<file path="src/design/mtep_pkg.sv">
// Shared types and constants for the MIDI track event parser.
package mtep_pkg;

  localparam logic [7:0] STATUS_META  = 8'hFF;
  localparam logic [7:0] STATUS_MIN   = 8'h80;
  localparam logic [7:0] STATUS_MAX   = 8'hEF;
  localparam logic [3:0] CMD_PROGRAM  = 4'hC;
  localparam logic [3:0] CMD_PRESSURE = 4'hD;
  localparam logic [7:0] META_SEQNUM  = 8'h00;
  localparam logic [7:0] META_TEXT_LO = 8'h01;
  localparam logic [7:0] META_TEXT_HI = 8'h07;
  localparam logic [7:0] META_EOT     = 8'h2F;
  localparam logic [7:0] META_TEMPO   = 8'h51;
  localparam logic [7:0] META_TIMESIG = 8'h58;

  typedef enum logic [3:0] {
    PH_DELTA  = 4'd0,
    PH_STATUS = 4'd1,
    PH_DATA1  = 4'd2,
    PH_DATA2  = 4'd3,
    PH_MTYPE  = 4'd4,
    PH_MLEN   = 4'd5,
    PH_MBODY  = 4'd6
  } phase_t;

  typedef enum logic [2:0] {
    KIND_CHANNEL = 3'd0,
    KIND_TEXT    = 3'd1,
    KIND_EOT     = 3'd2,
    KIND_TEMPO   = 3'd3,
    KIND_TIMESIG = 3'd4,
    KIND_UNKNOWN = 3'd5,
    KIND_ERROR   = 3'd6
  } event_kind_t;

  typedef struct packed {
    logic [7:0] data_byte;
    logic       track_start;
  } in_item_t;

  typedef struct packed {
    logic [2:0]  event_kind;
    logic [31:0] event_tick;
    logic [7:0]  code;
    logic [3:0]  channel;
    logic [7:0]  value_a;
    logic [7:0]  value_b;
    logic [7:0]  value_c;
    logic [7:0]  value_d;
    logic [23:0] tempo;
    logic [31:0] meta_length;
  } out_item_t;

  typedef struct packed {
    phase_t      phase;
    logic [31:0] vlq;
    logic [31:0] tick;
    logic [7:0]  run_status;
    logic [7:0]  meta_type;
    logic [31:0] remaining;
    logic [23:0] payload;
    logic        halted;
  } parse_state_t;

endpackage

</file>
<file path="src/design/midi_track_event_parser.sv">
// Top level of the MIDI track event parser: input register, parser state and result register.
//
//   Channel  Direction  Handshake              Carries
//   in_      input      in_valid / in_stall    one track body byte and its track-start mark
//   out_     output     out_valid / out_stall  one decoded event record
//
// One byte is taken every cycle while the result side keeps up; a byte
// waits in the input register, and any record it completes is loaded into
// the result register straight from the combinational byte decoder.
// The rate is set by the single pass through the byte decoder, whose widest
// path is the 32-bit tick addition and the meta payload index subtraction.
// Synchronous active-low reset clears the parser state and both valid flags.
// A stalled result holds the input register, which in turn raises in_stall.
module midi_track_event_parser
  import mtep_pkg::*;
(
  input  logic      clk,
  input  logic      rst_n,
  input  logic      in_valid,
  output logic      in_stall,
  input  in_item_t  in_data,
  output logic      out_valid,
  input  logic      out_stall,
  output out_item_t out_data
);

  // Input register: the byte waiting to be decoded.
  logic         in_q_valid_r, in_q_valid_nxt;
  in_item_t     in_q_r;

  // Parser state, updated once for every byte that passes the decoder.
  parse_state_t state_r, state_nxt;

  logic         advance;
  logic         accept;
  logic         rec_valid;
  out_item_t    rec;

  // A byte moves through the decoder when the result register is empty or is
  // being emptied in this cycle, so no record is ever overwritten.
  assign advance  = in_q_valid_r && (!out_valid || !out_stall);
  assign in_stall = in_q_valid_r && !advance;
  assign accept   = in_valid && !in_stall;

  always_comb begin
    in_q_valid_nxt = in_q_valid_r;
    if (accept) begin
      in_q_valid_nxt = 1'b1;
    end else if (advance) begin
      in_q_valid_nxt = 1'b0;
    end
  end

  always_ff @(posedge clk) begin
    if (!rst_n) begin
      in_q_valid_r <= 1'b0;
    end else begin
      in_q_valid_r <= in_q_valid_nxt;
    end
  end

  always_ff @(posedge clk) begin
    if (accept) begin
      in_q_r <= in_data;
    end
  end

  mtep_decode u_decode (
    .state_i     (state_r),
    .item_i      (in_q_r),
    .state_o     (state_nxt),
    .rec_valid_o (rec_valid),
    .rec_o       (rec)
  );

  // The whole state is cleared at reset; it only moves when a byte is decoded.
  always_ff @(posedge clk) begin
    if (!rst_n) begin
      state_r <= '{phase: PH_DELTA, default: '0};
    end else if (advance) begin
      state_r <= state_nxt;
    end
  end

  mtep_out_reg u_out_reg (
    .clk       (clk),
    .rst_n     (rst_n),
    .load_i    (advance && rec_valid),
    .rec_i     (rec),
    .out_stall (out_stall),
    .out_valid (out_valid),
    .out_data  (out_data)
  );

  // A halted parser produces nothing until a track start arrives.
  a_halt_silent: assert property (@(posedge clk) disable iff (!rst_n)
    advance && state_r.halted && !in_q_r.track_start |-> !rec_valid)
    else $error("record produced while halted");

  // An error record always leaves the parser halted.
  a_error_halts: assert property (@(posedge clk) disable iff (!rst_n)
    advance && rec_valid && rec.event_kind == KIND_ERROR |=> state_r.halted)
    else $error("error record without halt");

  // A decoded record always lands in the result register.
  a_record_loaded: assert property (@(posedge clk) disable iff (!rst_n)
    advance && rec_valid |=> out_valid)
    else $error("decoded record lost");

  // While a held result blocks the decoder, the waiting byte is held back too.
  a_backpressure: assert property (@(posedge clk) disable iff (!rst_n)
    in_q_valid_r && out_valid && out_stall |-> in_stall && !advance)
    else $error("decoder advanced into a full result register");

endmodule

</file>
<file path="src/design/mtep_decode.sv">
// Combinational byte decoder: next parser state and the record a byte produces.
module mtep_decode
  import mtep_pkg::*;
(
  input  parse_state_t state_i,
  input  in_item_t     item_i,
  output parse_state_t state_o,
  output logic         rec_valid_o,
  output out_item_t    rec_o
);

  function automatic out_item_t chan_rec(logic [31:0] tick, logic [7:0] st,
                                         logic [7:0] a, logic [7:0] b);
    out_item_t r;
    r            = '0;
    r.event_kind = KIND_CHANNEL;
    r.event_tick = tick;
    r.code       = {st[7:4], 4'h0};
    r.channel    = st[3:0];
    r.value_a    = a;
    r.value_b    = b;
    return r;
  endfunction

  function automatic out_item_t meta_rec(logic [31:0] tick, logic [7:0] mtype,
                                         logic [23:0] pay, logic [7:0] fourth,
                                         logic [31:0] len);
    out_item_t r;
    r            = '0;
    r.event_tick = tick;
    r.code       = mtype;
    r.meta_length = len;
    if (mtype >= META_TEXT_LO && mtype <= META_TEXT_HI) begin
      r.event_kind = KIND_TEXT;
    end else if (mtype == META_EOT) begin
      r.event_kind = KIND_EOT;
    end else if (mtype == META_TEMPO) begin
      r.event_kind = KIND_TEMPO;
      r.tempo      = pay;
    end else if (mtype == META_TIMESIG) begin
      r.event_kind = KIND_TIMESIG;
      r.value_a    = pay[7:0];
      r.value_b    = pay[15:8];
      r.value_c    = pay[23:16];
      r.value_d    = fourth;
    end else begin
      r.event_kind = KIND_UNKNOWN;
    end
    return r;
  endfunction

  parse_state_t cur;
  logic [7:0]   b;
  logic [31:0]  vlq_shift;
  logic [7:0]   eff_st;
  logic [31:0]  idx;
  logic [31:0]  rem_dec;
  logic         last;
  logic [23:0]  pay_new;
  logic         is_chan;
  logic         short_cmd;

  always_comb begin
    cur = state_i;
    if (item_i.track_start) begin
      cur.tick      = '0;
      cur.halted    = 1'b0;
      cur.phase     = PH_DELTA;
      cur.vlq       = '0;
      cur.remaining = '0;
      cur.payload   = '0;
    end
    b         = item_i.data_byte;
    vlq_shift = {cur.vlq[24:0], b[6:0]};
    eff_st    = b[7] ? b : cur.run_status;
    is_chan   = (eff_st >= STATUS_MIN) && (eff_st <= STATUS_MAX);
    short_cmd = (cur.run_status[7:4] == CMD_PROGRAM) || (cur.run_status[7:4] == CMD_PRESSURE);
    idx       = cur.vlq - cur.remaining;
    rem_dec   = cur.remaining - 32'd1;
    last      = (rem_dec == '0);
    pay_new   = cur.payload;
    state_o   = cur;
    rec_valid_o = 1'b0;
    rec_o       = '0;

    if (!cur.halted) begin
      unique case (cur.phase)
        PH_DELTA: begin
          state_o.vlq = vlq_shift;
          if (!b[7]) begin
            state_o.tick  = cur.tick + vlq_shift;
            state_o.vlq   = '0;
            state_o.phase = PH_STATUS;
          end
        end
        PH_STATUS: begin
          state_o.run_status = eff_st;
          if (eff_st == STATUS_META) begin
            if (b[7]) begin
              state_o.phase = PH_MTYPE;
            end else begin
              state_o.meta_type = b;
              state_o.vlq       = '0;
              state_o.phase     = PH_MLEN;
            end
          end else if (is_chan) begin
            if (b[7]) begin
              state_o.phase = PH_DATA1;
            end else if ((eff_st[7:4] == CMD_PROGRAM) || (eff_st[7:4] == CMD_PRESSURE)) begin
              rec_valid_o   = 1'b1;
              rec_o         = chan_rec(cur.tick, eff_st, b, 8'h00);
              state_o.phase = PH_DELTA;
            end else begin
              state_o.payload = {16'h0000, b};
              state_o.phase   = PH_DATA2;
            end
          end else begin
            rec_valid_o      = 1'b1;
            rec_o            = '0;
            rec_o.event_kind = KIND_ERROR;
            rec_o.event_tick = cur.tick;
            rec_o.code       = eff_st;
            state_o.halted   = 1'b1;
            state_o.phase    = PH_DELTA;
          end
        end
        PH_DATA1: begin
          if (short_cmd) begin
            rec_valid_o   = 1'b1;
            rec_o         = chan_rec(cur.tick, cur.run_status, b, 8'h00);
            state_o.phase = PH_DELTA;
          end else begin
            state_o.payload = {16'h0000, b};
            state_o.phase   = PH_DATA2;
          end
        end
        PH_DATA2: begin
          rec_valid_o   = 1'b1;
          rec_o         = chan_rec(cur.tick, cur.run_status, cur.payload[7:0], b);
          state_o.phase = PH_DELTA;
        end
        PH_MTYPE: begin
          state_o.meta_type = b;
          state_o.vlq       = '0;
          state_o.phase     = PH_MLEN;
        end
        PH_MLEN: begin
          state_o.vlq = vlq_shift;
          if (!b[7]) begin
            state_o.remaining = vlq_shift;
            state_o.payload   = '0;
            if (vlq_shift == '0) begin
              rec_valid_o   = (cur.meta_type != META_SEQNUM);
              rec_o         = meta_rec(cur.tick, cur.meta_type, 24'h0, 8'h00, vlq_shift);
              state_o.phase = PH_DELTA;
            end else begin
              state_o.phase = PH_MBODY;
            end
          end
        end
        PH_MBODY: begin
          state_o.remaining = rem_dec;
          if (cur.meta_type == META_TEMPO) begin
            if (idx < 32'd3) begin
              pay_new         = {cur.payload[15:0], b};
              state_o.payload = pay_new;
              if (idx == 32'd2 || last) begin
                rec_valid_o = 1'b1;
                rec_o       = meta_rec(cur.tick, cur.meta_type, pay_new, 8'h00, cur.vlq);
              end
            end
          end else if (cur.meta_type == META_TIMESIG) begin
            if (idx < 32'd3) begin
              pay_new         = cur.payload | ({16'h0000, b} << {idx[1:0], 3'b000});
              state_o.payload = pay_new;
              if (last) begin
                rec_valid_o = 1'b1;
                rec_o       = meta_rec(cur.tick, cur.meta_type, pay_new, 8'h00, cur.vlq);
              end
            end else if (idx == 32'd3) begin
              rec_valid_o = 1'b1;
              rec_o       = meta_rec(cur.tick, cur.meta_type, cur.payload, b, cur.vlq);
            end
          end else if (last) begin
            rec_valid_o = (cur.meta_type != META_SEQNUM);
            rec_o       = meta_rec(cur.tick, cur.meta_type, cur.payload, 8'h00, cur.vlq);
          end
          if (last) begin
            state_o.phase = PH_DELTA;
            state_o.vlq   = '0;
          end
        end
        default: begin
          state_o.phase = PH_DELTA;
          state_o.vlq   = '0;
        end
      endcase
    end
  end

endmodule

</file>
<file path="src/design/mtep_out_reg.sv">
// Result register holding one decoded record until the downstream side takes it.
module mtep_out_reg
  import mtep_pkg::*;
(
  input  logic      clk,
  input  logic      rst_n,
  input  logic      load_i,
  input  out_item_t rec_i,
  input  logic      out_stall,
  output logic      out_valid,
  output out_item_t out_data
);

  logic      valid_r, valid_nxt;
  out_item_t data_r;

  always_comb begin
    valid_nxt = valid_r;
    if (load_i) begin
      valid_nxt = 1'b1;
    end else if (valid_r && !out_stall) begin
      valid_nxt = 1'b0;
    end
  end

  always_ff @(posedge clk) begin
    if (!rst_n) begin
      valid_r <= 1'b0;
    end else begin
      valid_r <= valid_nxt;
    end
  end

  always_ff @(posedge clk) begin
    if (load_i) begin
      data_r <= rec_i;
    end
  end

  assign out_valid = valid_r;
  assign out_data  = data_r;

endmodule
</file>
<file path="config.mk">
export PLATFORM = sky130hd
export DESIGN_NAME = midi_track_event_parser
export DESIGN_NICKNAME = d
export VERILOG_FILES = /design/src/design/mtep_pkg.sv /design/src/design/midi_track_event_parser.sv /design/src/design/mtep_decode.sv /design/src/design/mtep_out_reg.sv
export SDC_FILE = /design/constraint.sdc
export NUM_CORES = 1
export LEC_CHECK = 0
export BUFFER_PORTS_ARGS = -buffer_cell sky130_fd_sc_hd__buf_2
export CORE_ASPECT_RATIO = 1.2
export CORE_MARGIN = 2
export CORE_UTILIZATION = 50
export DETAILED_ROUTE_END_ITERATION = 8
export PLACE_DENSITY_LB_ADDON = 0.12
export SYNTH_ARGS = -nofsm -noshare
export SYNTH_HDL_FRONTEND = slang
export SYNTH_HIERARCHICAL = 1
export SYNTH_SLANG_ARGS = --single-unit
</file>
<file path="constraint.sdc">
create_clock -name clk -period 11.05 [get_ports clk]
set_input_delay 0.5525 -clock clk [delete_from_list [all_inputs] [get_ports clk]]
set_output_delay 0.5525 -clock clk [all_outputs]
set_load 0.05 [all_outputs]
</file>
==> flow_summary.toml, run 1 <==
[status]
status = "finished, final reports clean"

[drt]
drt_wl_total_um = 63500
vias_per_cell = 6.17
drc_errors = 0
postRouteAntennaNets = 0
drt_first_pass_iters = 6
wire_per_inst_um = 21.0
drt-initial-drc-count = 1575
via_count = 18700

[placement]
post-place-ws_ps = 4040
place_congestion = 0.963
dp_hpwl_um = 44600
port_buffers = 149
placed_area_um2 = 21200

[logic_synthesis]
synth_edf_count = 144
synthFlopType = "edfxtp_1"
ys_async_sr_fraction_pct = 0
ys_seq_area_share_pct = 35.5
synth_adder_area_share_pct = 3.58
synthMuxAreaShare_pct = 8.55
synth_top_area_share_pct = 21.4
synthCells = 2423
mappedNetlistArea_um2 = 20300
ys_warn_count = 6
syn_nets = 2487
synth_top_family_by_area = "simple AND/OR/NAND/NOR gates"
syn_avg_cell_area_um2 = 8.36
synth-seq-cells = 287
synth_compound_area_share_pct = 20.0
synth_cell_types = 113
synthTopCellsByArea = "edfxtp_1 21%, dfxtp_1 14%, nand2_1 8.4%"
yosysTopAreaCell = "edfxtp_1"
synth_simple_gate_area_share_pct = 24.5
synth_xor_area_share_pct = 2.46

[global_route]
grt_usage_pct = 29.1
grt_pass1_wl_um = 98000
antenna_found_initial = 0
grt_max_degree = 108
grt_pass1_vias = 17300
grt_overflow = 0

[finish]
area_growth_pct = 9.80
finish.utilization_pct = 55.8
n_antenna_cell = 0
drive_gt1_share_pct = 13.3
nNetsFinal = 2533
final_area_um2 = 22200

[timing]
skew_ps = 11.6
final.setup.worst_slack_ps = 3950
finalCriticalPeriod_ps = 7100
rsz0062_at_grt = "false"
fin_crit_sh_pct = 64.3
hold_viol_final = 0
setup_tns_ps = 0
slew_viol_final = 0
maxSlewHeadroom_pct = 20.9
fmax_mhz = 141
setup_viol = 0
worst-slew-pin-transition_ps = 1190

[worst_setup_path]
endpoint_kind = "flop"
cp.required_ps = 11270
startpoint_type = "flop"
cp_max_fo = 68
crit_arrival_ps = 7320
crit_type = "flop to flop"

[clock_tree]
cts_tree = "yes"
clk_latency_ps = 600
cts_root_buffer = "clkbuf_16"
cts_repair_resize_count = 0
clk_path_buf_depth = 3
hold_buffers = 0
post_cts_buffers = 0
cts_buffers = 31
h-tree-depth = 1
cts.sinks = 287
clk_pin_slew_worst_paths_ps = 60

[job]
maxCapViolCount = 0

[power_and_ir_drop]
power_mw = 2.43
p_per_area_nw_per_um2 = 109
p_leak_nw = 7.89
ir_drop_mv = 0.119

[floorplanning]
start_util_pct = 50.8
core_area_um2 = 39800
fp.dieArea_um2 = 42100
io_pins = 150
die_w_um = 188
rows = 80
die_h_um = 224

[hold_path]
min_path_type = "primary input to flop"
[cells by family (layout without fill, tap and decap cells)]
logic type,Yosys count,after routing
and+or+nand+nor,1017,1017
AOI/OAI and AO/OA,590,590
DFF,287,287
buffers and inverters,244,315
muxes,171,171
adders and majority gates,58,58
xor gates and xnor gates,56,56
[state kept, by name, summed over array words and instances, names as in the netlist]
register and cells:
u_out_reg/out_valid 1, u_out_reg/out_data 135, in_q_r 9, state_r 141, in_q_valid_r 1
[through the flow]
stage,hold slack [ps],std cells
2_1_floorplan,430,2423
3_3_place_gp,438,2969
3_5_place_dp,444,2969
4_1_cts,107,3027
5_1_grt,115,3027
6_report,133,3027
[cell type report]
cell class	instances	area, um2
Timing Repair Buffer	196	1110
Inverter	61	229
Sequential cell	287	7190
Multi-Input combinational cell	1892	12000
Fill cell	3757	17600
Tap cell	533	667
Clock inverter	22	250
Clock buffer	36	805
[worst max-delay path, stage by stage (launching register included)]
cell and delay, ps:
edfxtp_1 330, buf_4 640, buf_4 710, nor2b_1 190, inv_1 150, ha_1 370
a21oi_1 190, o21ai_0 140, o41ai_1 580, o211ai_1 260, nor2_1 120, o311ai_0 200
a221o_1 340, or4_4 430, nor4_4 190, nand4_4 230, o31a_1 360, nor3_2 150
and2_4 350, buf_4 660
[worst paths after layout]
kind	from	endpoint	slack [ps]	cells past startpoint
worst max register to register	in_q_r[0]	u_out_reg/out_data[26]	3950	19
worst min register to register	state_r[101]	state_r[101]	450	2
worst max-delay path	in_q_r[0]	u_out_reg/out_data[26]	3950	19
worst min-delay path	in_data[3]	in_q_r[3]	130	1
[synth_stat cells (19+ instances only)]
cell      instances
a22o_1           43
xnor2_1          35
buf_2            37
dfxtp_1         143
a31oi_1          19
o21ai_0         125
ha_1             49
nand2_1         452
mux2i_1         155
nor2_1          185
nor4_1           22
a22oi_1          34
a21o_1           28
edfxtp_1        144
a21oi_1         121
and2_1           36
nand3_1          39
nor3_1           53
o22ai_1          19
clkbuf_1        112
xor2_1           20
inv_1            59
nor2b_1          76
a21boi_1         23
[routing by layer]
metal	wire [um]	global-route usage (%)	vias to the layer above
li1	-	-	8852
met2	29700	48.0	688
met4	3200	14.8	0
met3	3740	3.65	160
met5	0	0	-
met1	26900	37.8	8970
[where the power goes]
group	internal [mW]	switching, mW	leakage [nW]
Combinational	0.0712	0.156	5.08
Sequential	1.11	0.0113	2.29
Clock	0.620	0.453	0.510
[cell usage in the layout (no fill, tap or decap), types with 43 or more instances in the layout]
cell type,synthesis,layout
nor2_1,185,184
mux2i_1,155,155
edfxtp_1,144,144
ha_1,49,49
nor3_1,53,51
a22o_1,43,43
o21ai_0,125,125
dfxtp_1,143,143
buf_2,37,148
inv_1,59,58
a21oi_1,121,120
buf_4,9,47
nor2b_1,76,76
nand2_1,452,452
Note: power is estimated with default switching activity, not from simulation.
==> run 2, diff against run 1 <==
Clock period 11.05 ns to 5.95 ns, I/O delays scaled along.
==> run 2 against run 1 <==
Total power up 89%. Sequential power up 88%. Die area unchanged. Critical endpoint is now u_out_reg/out_data[126]. Utilization up 1.7 points. Sequential share of layout area down 0.94 points. Clock skew up 3.3 ps. Routed wire length up 6.6%. Cell count up 1.7%. Fmax up 26%.
==> flow_summary.toml, run 2 (synthesis results as in run 1) <==
[worst_setup_path]
max_stage_delay_ps = 540
rrSetupSlack_ps = 300
crit_arrival_ps = 5880
crit_type = "flop to flop"
cp.required_ps = 6180
reg2reg_from = "in_q_r[0]"
worstRegToRegCells = 21
timing.rr.end = "u_out_reg/out_data[126]"
cp_max_fo = 36
slowest_stage = "or4_4"
startpoint_type = "flop"
path_cells = "inv_2, nand2_1, inv_1, ha_4, inv_2, fa_2, nand3_2, a311oi_4, o31a_1, nor4_2, buf_4, o2111ai_1, a221o_1, or4_4, nor4_4, nand4_4, o31a_1, nor3_2, and2_4, buf_12, buf_12"
endpoint_kind = "flop"

[drt]
drt_first_pass_iters = 6
via_count = 19000
wire_per_inst_um = 22.0
drt_wl_total_um = 67700
vias_per_cell = 6.16
drc_errors = 0
postRouteAntennaNets = 0
drt-initial-drc-count = 1522

[finish]
finish.utilization_pct = 57.5
mostFrequentLayoutCells = "451 x nand2_1, 183 x nor2_1, 154 x mux2i_1"
regMostFlops = "state_r"
area_growth_pct = 13.1
drive_gt1_share_pct = 15.4
n_antenna_cell = 0
layout_commonest_cell = "nand2_1"
nNetsFinal = 2582
fill_cells = 3676
stdcell_count = 3077
largest_reg_flops = 141

[status]
status = "finished, final reports clean"

[clock_tree]
cts_tree = "yes"
cts.sinks = 287
clk_path_buf_depth = 3
clk_pin_slew_worst_paths_ps = 60
h-tree-depth = 2
cts_root_buffer = "clkbuf_16"
cts_buffers = 34
clk_latency_ps = 540

[global_route]
grt_pass1_wl_um = 104000
grt_max_degree = 111
grt_pass1_vias = 17900
antenna_found_initial = 0
grt_usage_pct = 31.2
grt_overflow = 0

[placement]
place_congestion = 0.983
port_buffers = 149
dp_cells = 3002
dp_hpwl_um = 47500

[floorplanning]
die_h_um = 224
core_area_um2 = 39800
fp.dieArea_um2 = 42100
die_w_um = 188
io_pins = 150
start_util_pct = 50.8
rows = 80

[job]
maxCapViolCount = 0

[timing]
fin_crit_sh_pct = 95.0
rsz0062_at_grt = "false"
hold_viol_final = 0
skew_ps = 14.9
fmax_mhz = 177
worst-slew-pin-transition_ps = 1150
finalCriticalPeriod_ps = 5650
setup_tns_ps = 0
maxSlewHeadroom_pct = 23.2
setup_viol = 0
slew_viol_final = 0

[hold_path]
hold_depth = 3
worstHoldEndpoint = "u_out_reg/out_valid"
min_path_type = "primary input to flop"
hp-start = "out_stall"

[power_and_ir_drop]
p_leak_nw = 8.18
power_mw = 4.59
p_per_area_nw_per_um2 = 201
ir_drop_mv = 0.212
-- run 2: changes by cell type in the layout (fill, tap and decap cells not counted), sizes merged --
cell,previous run,this run
inv,63,65
clkinv,13,12
dlygate4sd3,0,10
bufinv,4,1
buf,195,230
clkbuf,37,43
o21ai,134,135
-- run 2: critical path, delay by kind of cell (launching register included) --
kind                     cells  cell delay, ps
AND/OR/NAND/NOR              8            1940
AO/OA/AOI/OAI                5            1270
buffers and inverters        6            1070
adder cells (fa/ha/maj)      2             540
flip-flops                   1             470
-- run 2: worst max-delay path by stage --
| stage | start | endpoint | slack (ps) |
|---|---|---|---|
| after floorplan | in_q_r[0] | u_out_reg/out_data[0] | -430 |
| after global placement | in_q_r[0] | u_out_reg/out_data[129] | 280 |
| after detailed placement | in_q_r[0] | u_out_reg/out_data[127] | 190 |
| after CTS | in_q_r[0] | u_out_reg/out_data[8] | 170 |
| after global routing | in_q_r[0] | u_out_reg/out_data[62] | 20 |
| final | in_q_r[0] | u_out_reg/out_data[126] | 300 |
-- run 2: final cells by class --
class / count / area (um2) / area share [%]
timing repair buffer: 241 / 1580 / 6.91
tap: 533 / 667 / 2.91
multi-input combinational: 1893 / 12200 / 53.1
inverter: 61 / 229 / 1.00
sequential: 287 / 7190 / 31.4
clock inverter: 20 / 166 / 0.727
clock buffer: 42 / 902 / 3.94
-- run 2: through the flow --
step	cell area [um2]	worst slack [ps]	hold slack (ps)
final	22900	295	87.6
after global routing	22900	20.1	86.7
after CTS	22800	168	63.2
after detailed placement	21700	192	445
after global placement	21700	279	437
after floorplan	20500	-425	396
-- run 2: report_power, final --
| part | internal, mW | switching, mW |
|---|---|---|
| clock | 1.14 | 0.899 |
| sequential | 2.07 | 0.0310 |
| combinational | 0.154 | 0.298 |
| total | 3.37 | 1.23 |
-- run 2: per-layer routing --
layer  vias to the layer above  routed length [um]  GRT usage [%]
met1                      9019               27600           39.1
li1                       8925                   -              -
met2                       818               31900           52.5
met3                       195                4430           4.13
met4                         0                3770           16.3
met5                         -                   0              0
-- run 2: what timing repair did --
item                       in CTS  in global routing
hold endpoints to repair       10                  0
setup endpoints to repair       0                144
hold buffers                   10                  0
buffers inserted                0                  2
resized for setup               0                  2
==> run 3, diff against run 2 <==
Settings changed: CORE_UTILIZATION 50 to 56, HOLD_SLACK_MARGIN set to 0.05, SKIP_LAST_GASP set to 1.
==> run 3 against run 2 <==
The flow now finishes with violations (DRC). Flip-flop and latch count unchanged. Count of clock-buffer cells in the layout decreased by 6. Cell count decreased by 2.3%. Total power decreased by 1.1%. Critical path type unchanged. Critical endpoint is now u_out_reg/out_data[65].
==> flow_summary.toml, run 3 (synthesis results as in run 1) <==
[clock_tree]
h-tree-depth = 1
cts.sinks = 287
clk_pin_slew_worst_paths_ps = 60
cts_buffers = 31
cts_root_buffer = "clkbuf_16"
cts_tree = "yes"
clk_path_buf_depth = 3
clk_latency_ps = 600

[worst_setup_path]
crit_arrival_ps = 5970
slowest_stage = "or4_4"
cp.required_ps = 6240
rrSetupSlack_ps = 270
startpoint_type = "flop"
crit_type = "flop to flop"
cpLargestDelayFamily = "simple AND/OR/NAND/NOR gates"
endpoint_kind = "flop"
max_stage_delay_ps = 540
crit_cells = 19
cpMostUsedCell = "nor3_2"
path_buf_inv = 4
worstRegToRegCells = 19
path_cells = "inv_4, nand2_1, inv_1, ha_4, inv_2, fa_2, nand3_2, a311oi_4, nor3_2, o211ai_4, a311o_1, a221o_1, or4_4, nor4_4, nand4_4, o31a_1, nor3_2, and2_4, buf_16"
cp_max_fo = 43

[drt]
vias_per_cell = 6.35
wire_per_inst_um = 21.0
postRouteAntennaNets = 0
drt-initial-drc-count = 1991
drc_errors = 1
drt_first_pass_iters = 9
via_count = 19100
drt_wl_total_um = 63000

[floorplanning]
core_area_um2 = 35800
io_pins = 150
rows = 76
fp.dieArea_um2 = 37700
start_util_pct = 56.6
die_h_um = 212
die_w_um = 178

[global_route]
antenna_found_initial = 0
grt_max_degree = 110
grt_pass1_vias = 17900
grt_overflow = 0
grt_usage_pct = 32.8
grt_pass1_wl_um = 97700

[finish]
layout_commonest_cell = "nand2_1"
mostFrequentLayoutCells = "451 x nand2_1, 183 x nor2_1, 154 x mux2i_1"
drive_gt1_share_pct = 15.2
regMostFlops = "state_r"
final_area_um2 = 22800
fill_cells = 3181
area_growth_pct = 12.4
nNetsFinal = 2577
stdcell_count = 3006
largest_reg_flops = 141
n_antenna_cell = 0

[status]
status = "finished, violations left"
violations = "DRC"

[placement]
place_congestion = 0.979
dp_cells = 2930
port_buffers = 149
placed_area_um2 = 21500
dp_hpwl_um = 43800
post-place-ws_ps = 143

[job]
maxCapViolCount = 0

[timing]
hold_slack_ps = 295
fin_crit_sh_pct = 95.4
fmax_mhz = 176
worst-slew-pin-transition_ps = 1260
skew_ps = 12.6
setup_viol = 0
maxSlewHeadroom_pct = 15.0
slew_viol_final = 0
finalCriticalPeriod_ps = 5680
hold_viol_final = 0
final.setup.worst_slack_ps = 272

[power_and_ir_drop]
p_per_area_nw_per_um2 = 200
ir_drop_mv = 0.251
p_leak_nw = 8.17
power_mw = 4.54

[hold_path]
min_path_type = "primary input to flop"
hold_depth = 2
-- run 3: worst paths after layout --
check	startpoint	endpoint
max	in_q_r[0]	u_out_reg/out_data[65]
min	rst_n	in_q_valid_r
max reg2reg	in_q_r[0]	u_out_reg/out_data[65]
min reg2reg	state_r[91]	state_r[91]
-- run 3: what timing repair did --
item / CTS / global route
setup endpoints to repair: 0 / 119
gates resized for setup: 0 / 7
setup buffers: 0 / 6
endpoints found under the hold margin: 11 / 0
hold buffers: 11 / 0
-- run 3: stage by stage --
step | utilization (%) | setup TNS [ps]
2_1_floorplan | - | -57670
3_3_place_gp | 60.2 | 0
3_5_place_dp | 60.2 | 0
4_1_cts | 63.4 | 0
5_1_grt | 63.7 | -300
6_report | 63.7 | 0
-- run 3: power breakdown --
part | switching [mW] | internal (mW)
combinational | 0.305 | 0.153
sequential | 0.0203 | 2.07
clock | 0.872 | 1.13
total | 1.20 | 3.35
-- run 3: worst register-to-register path: cells and delay by family (launching register included) --
family,cells,cell delay (ps)
simple gates,8,2160
compound gates,5,1450
buf+inv,4,670
fa+ha+maj,2,540
flops,1,510
-- run 3: per-layer routing --
| layer | up-vias | wire [um] | global-route usage [%] |
|---|---|---|---|
| met5 | - | 0 | 0 |
| li1 | 8920 | - | - |
| met4 | 0 | 4300 | 21.4 |
| met3 | 250 | 4370 | 4.10 |
| met1 | 9025 | 25000 | 40.7 |
| met2 | 901 | 29400 | 53.5 |
-- run 3: area by class of cell --
type	instances	area, um2	share of cell area [%]
Sequential cell	287	7190	31.6
Timing Repair Buffer	240	1580	6.94
Clock inverter	22	228	1.00
Multi-Input combinational cell	1892	12100	53.3
Inverter	61	231	1.02
Tap cell	468	586	2.57
Clock buffer	36	815	3.58
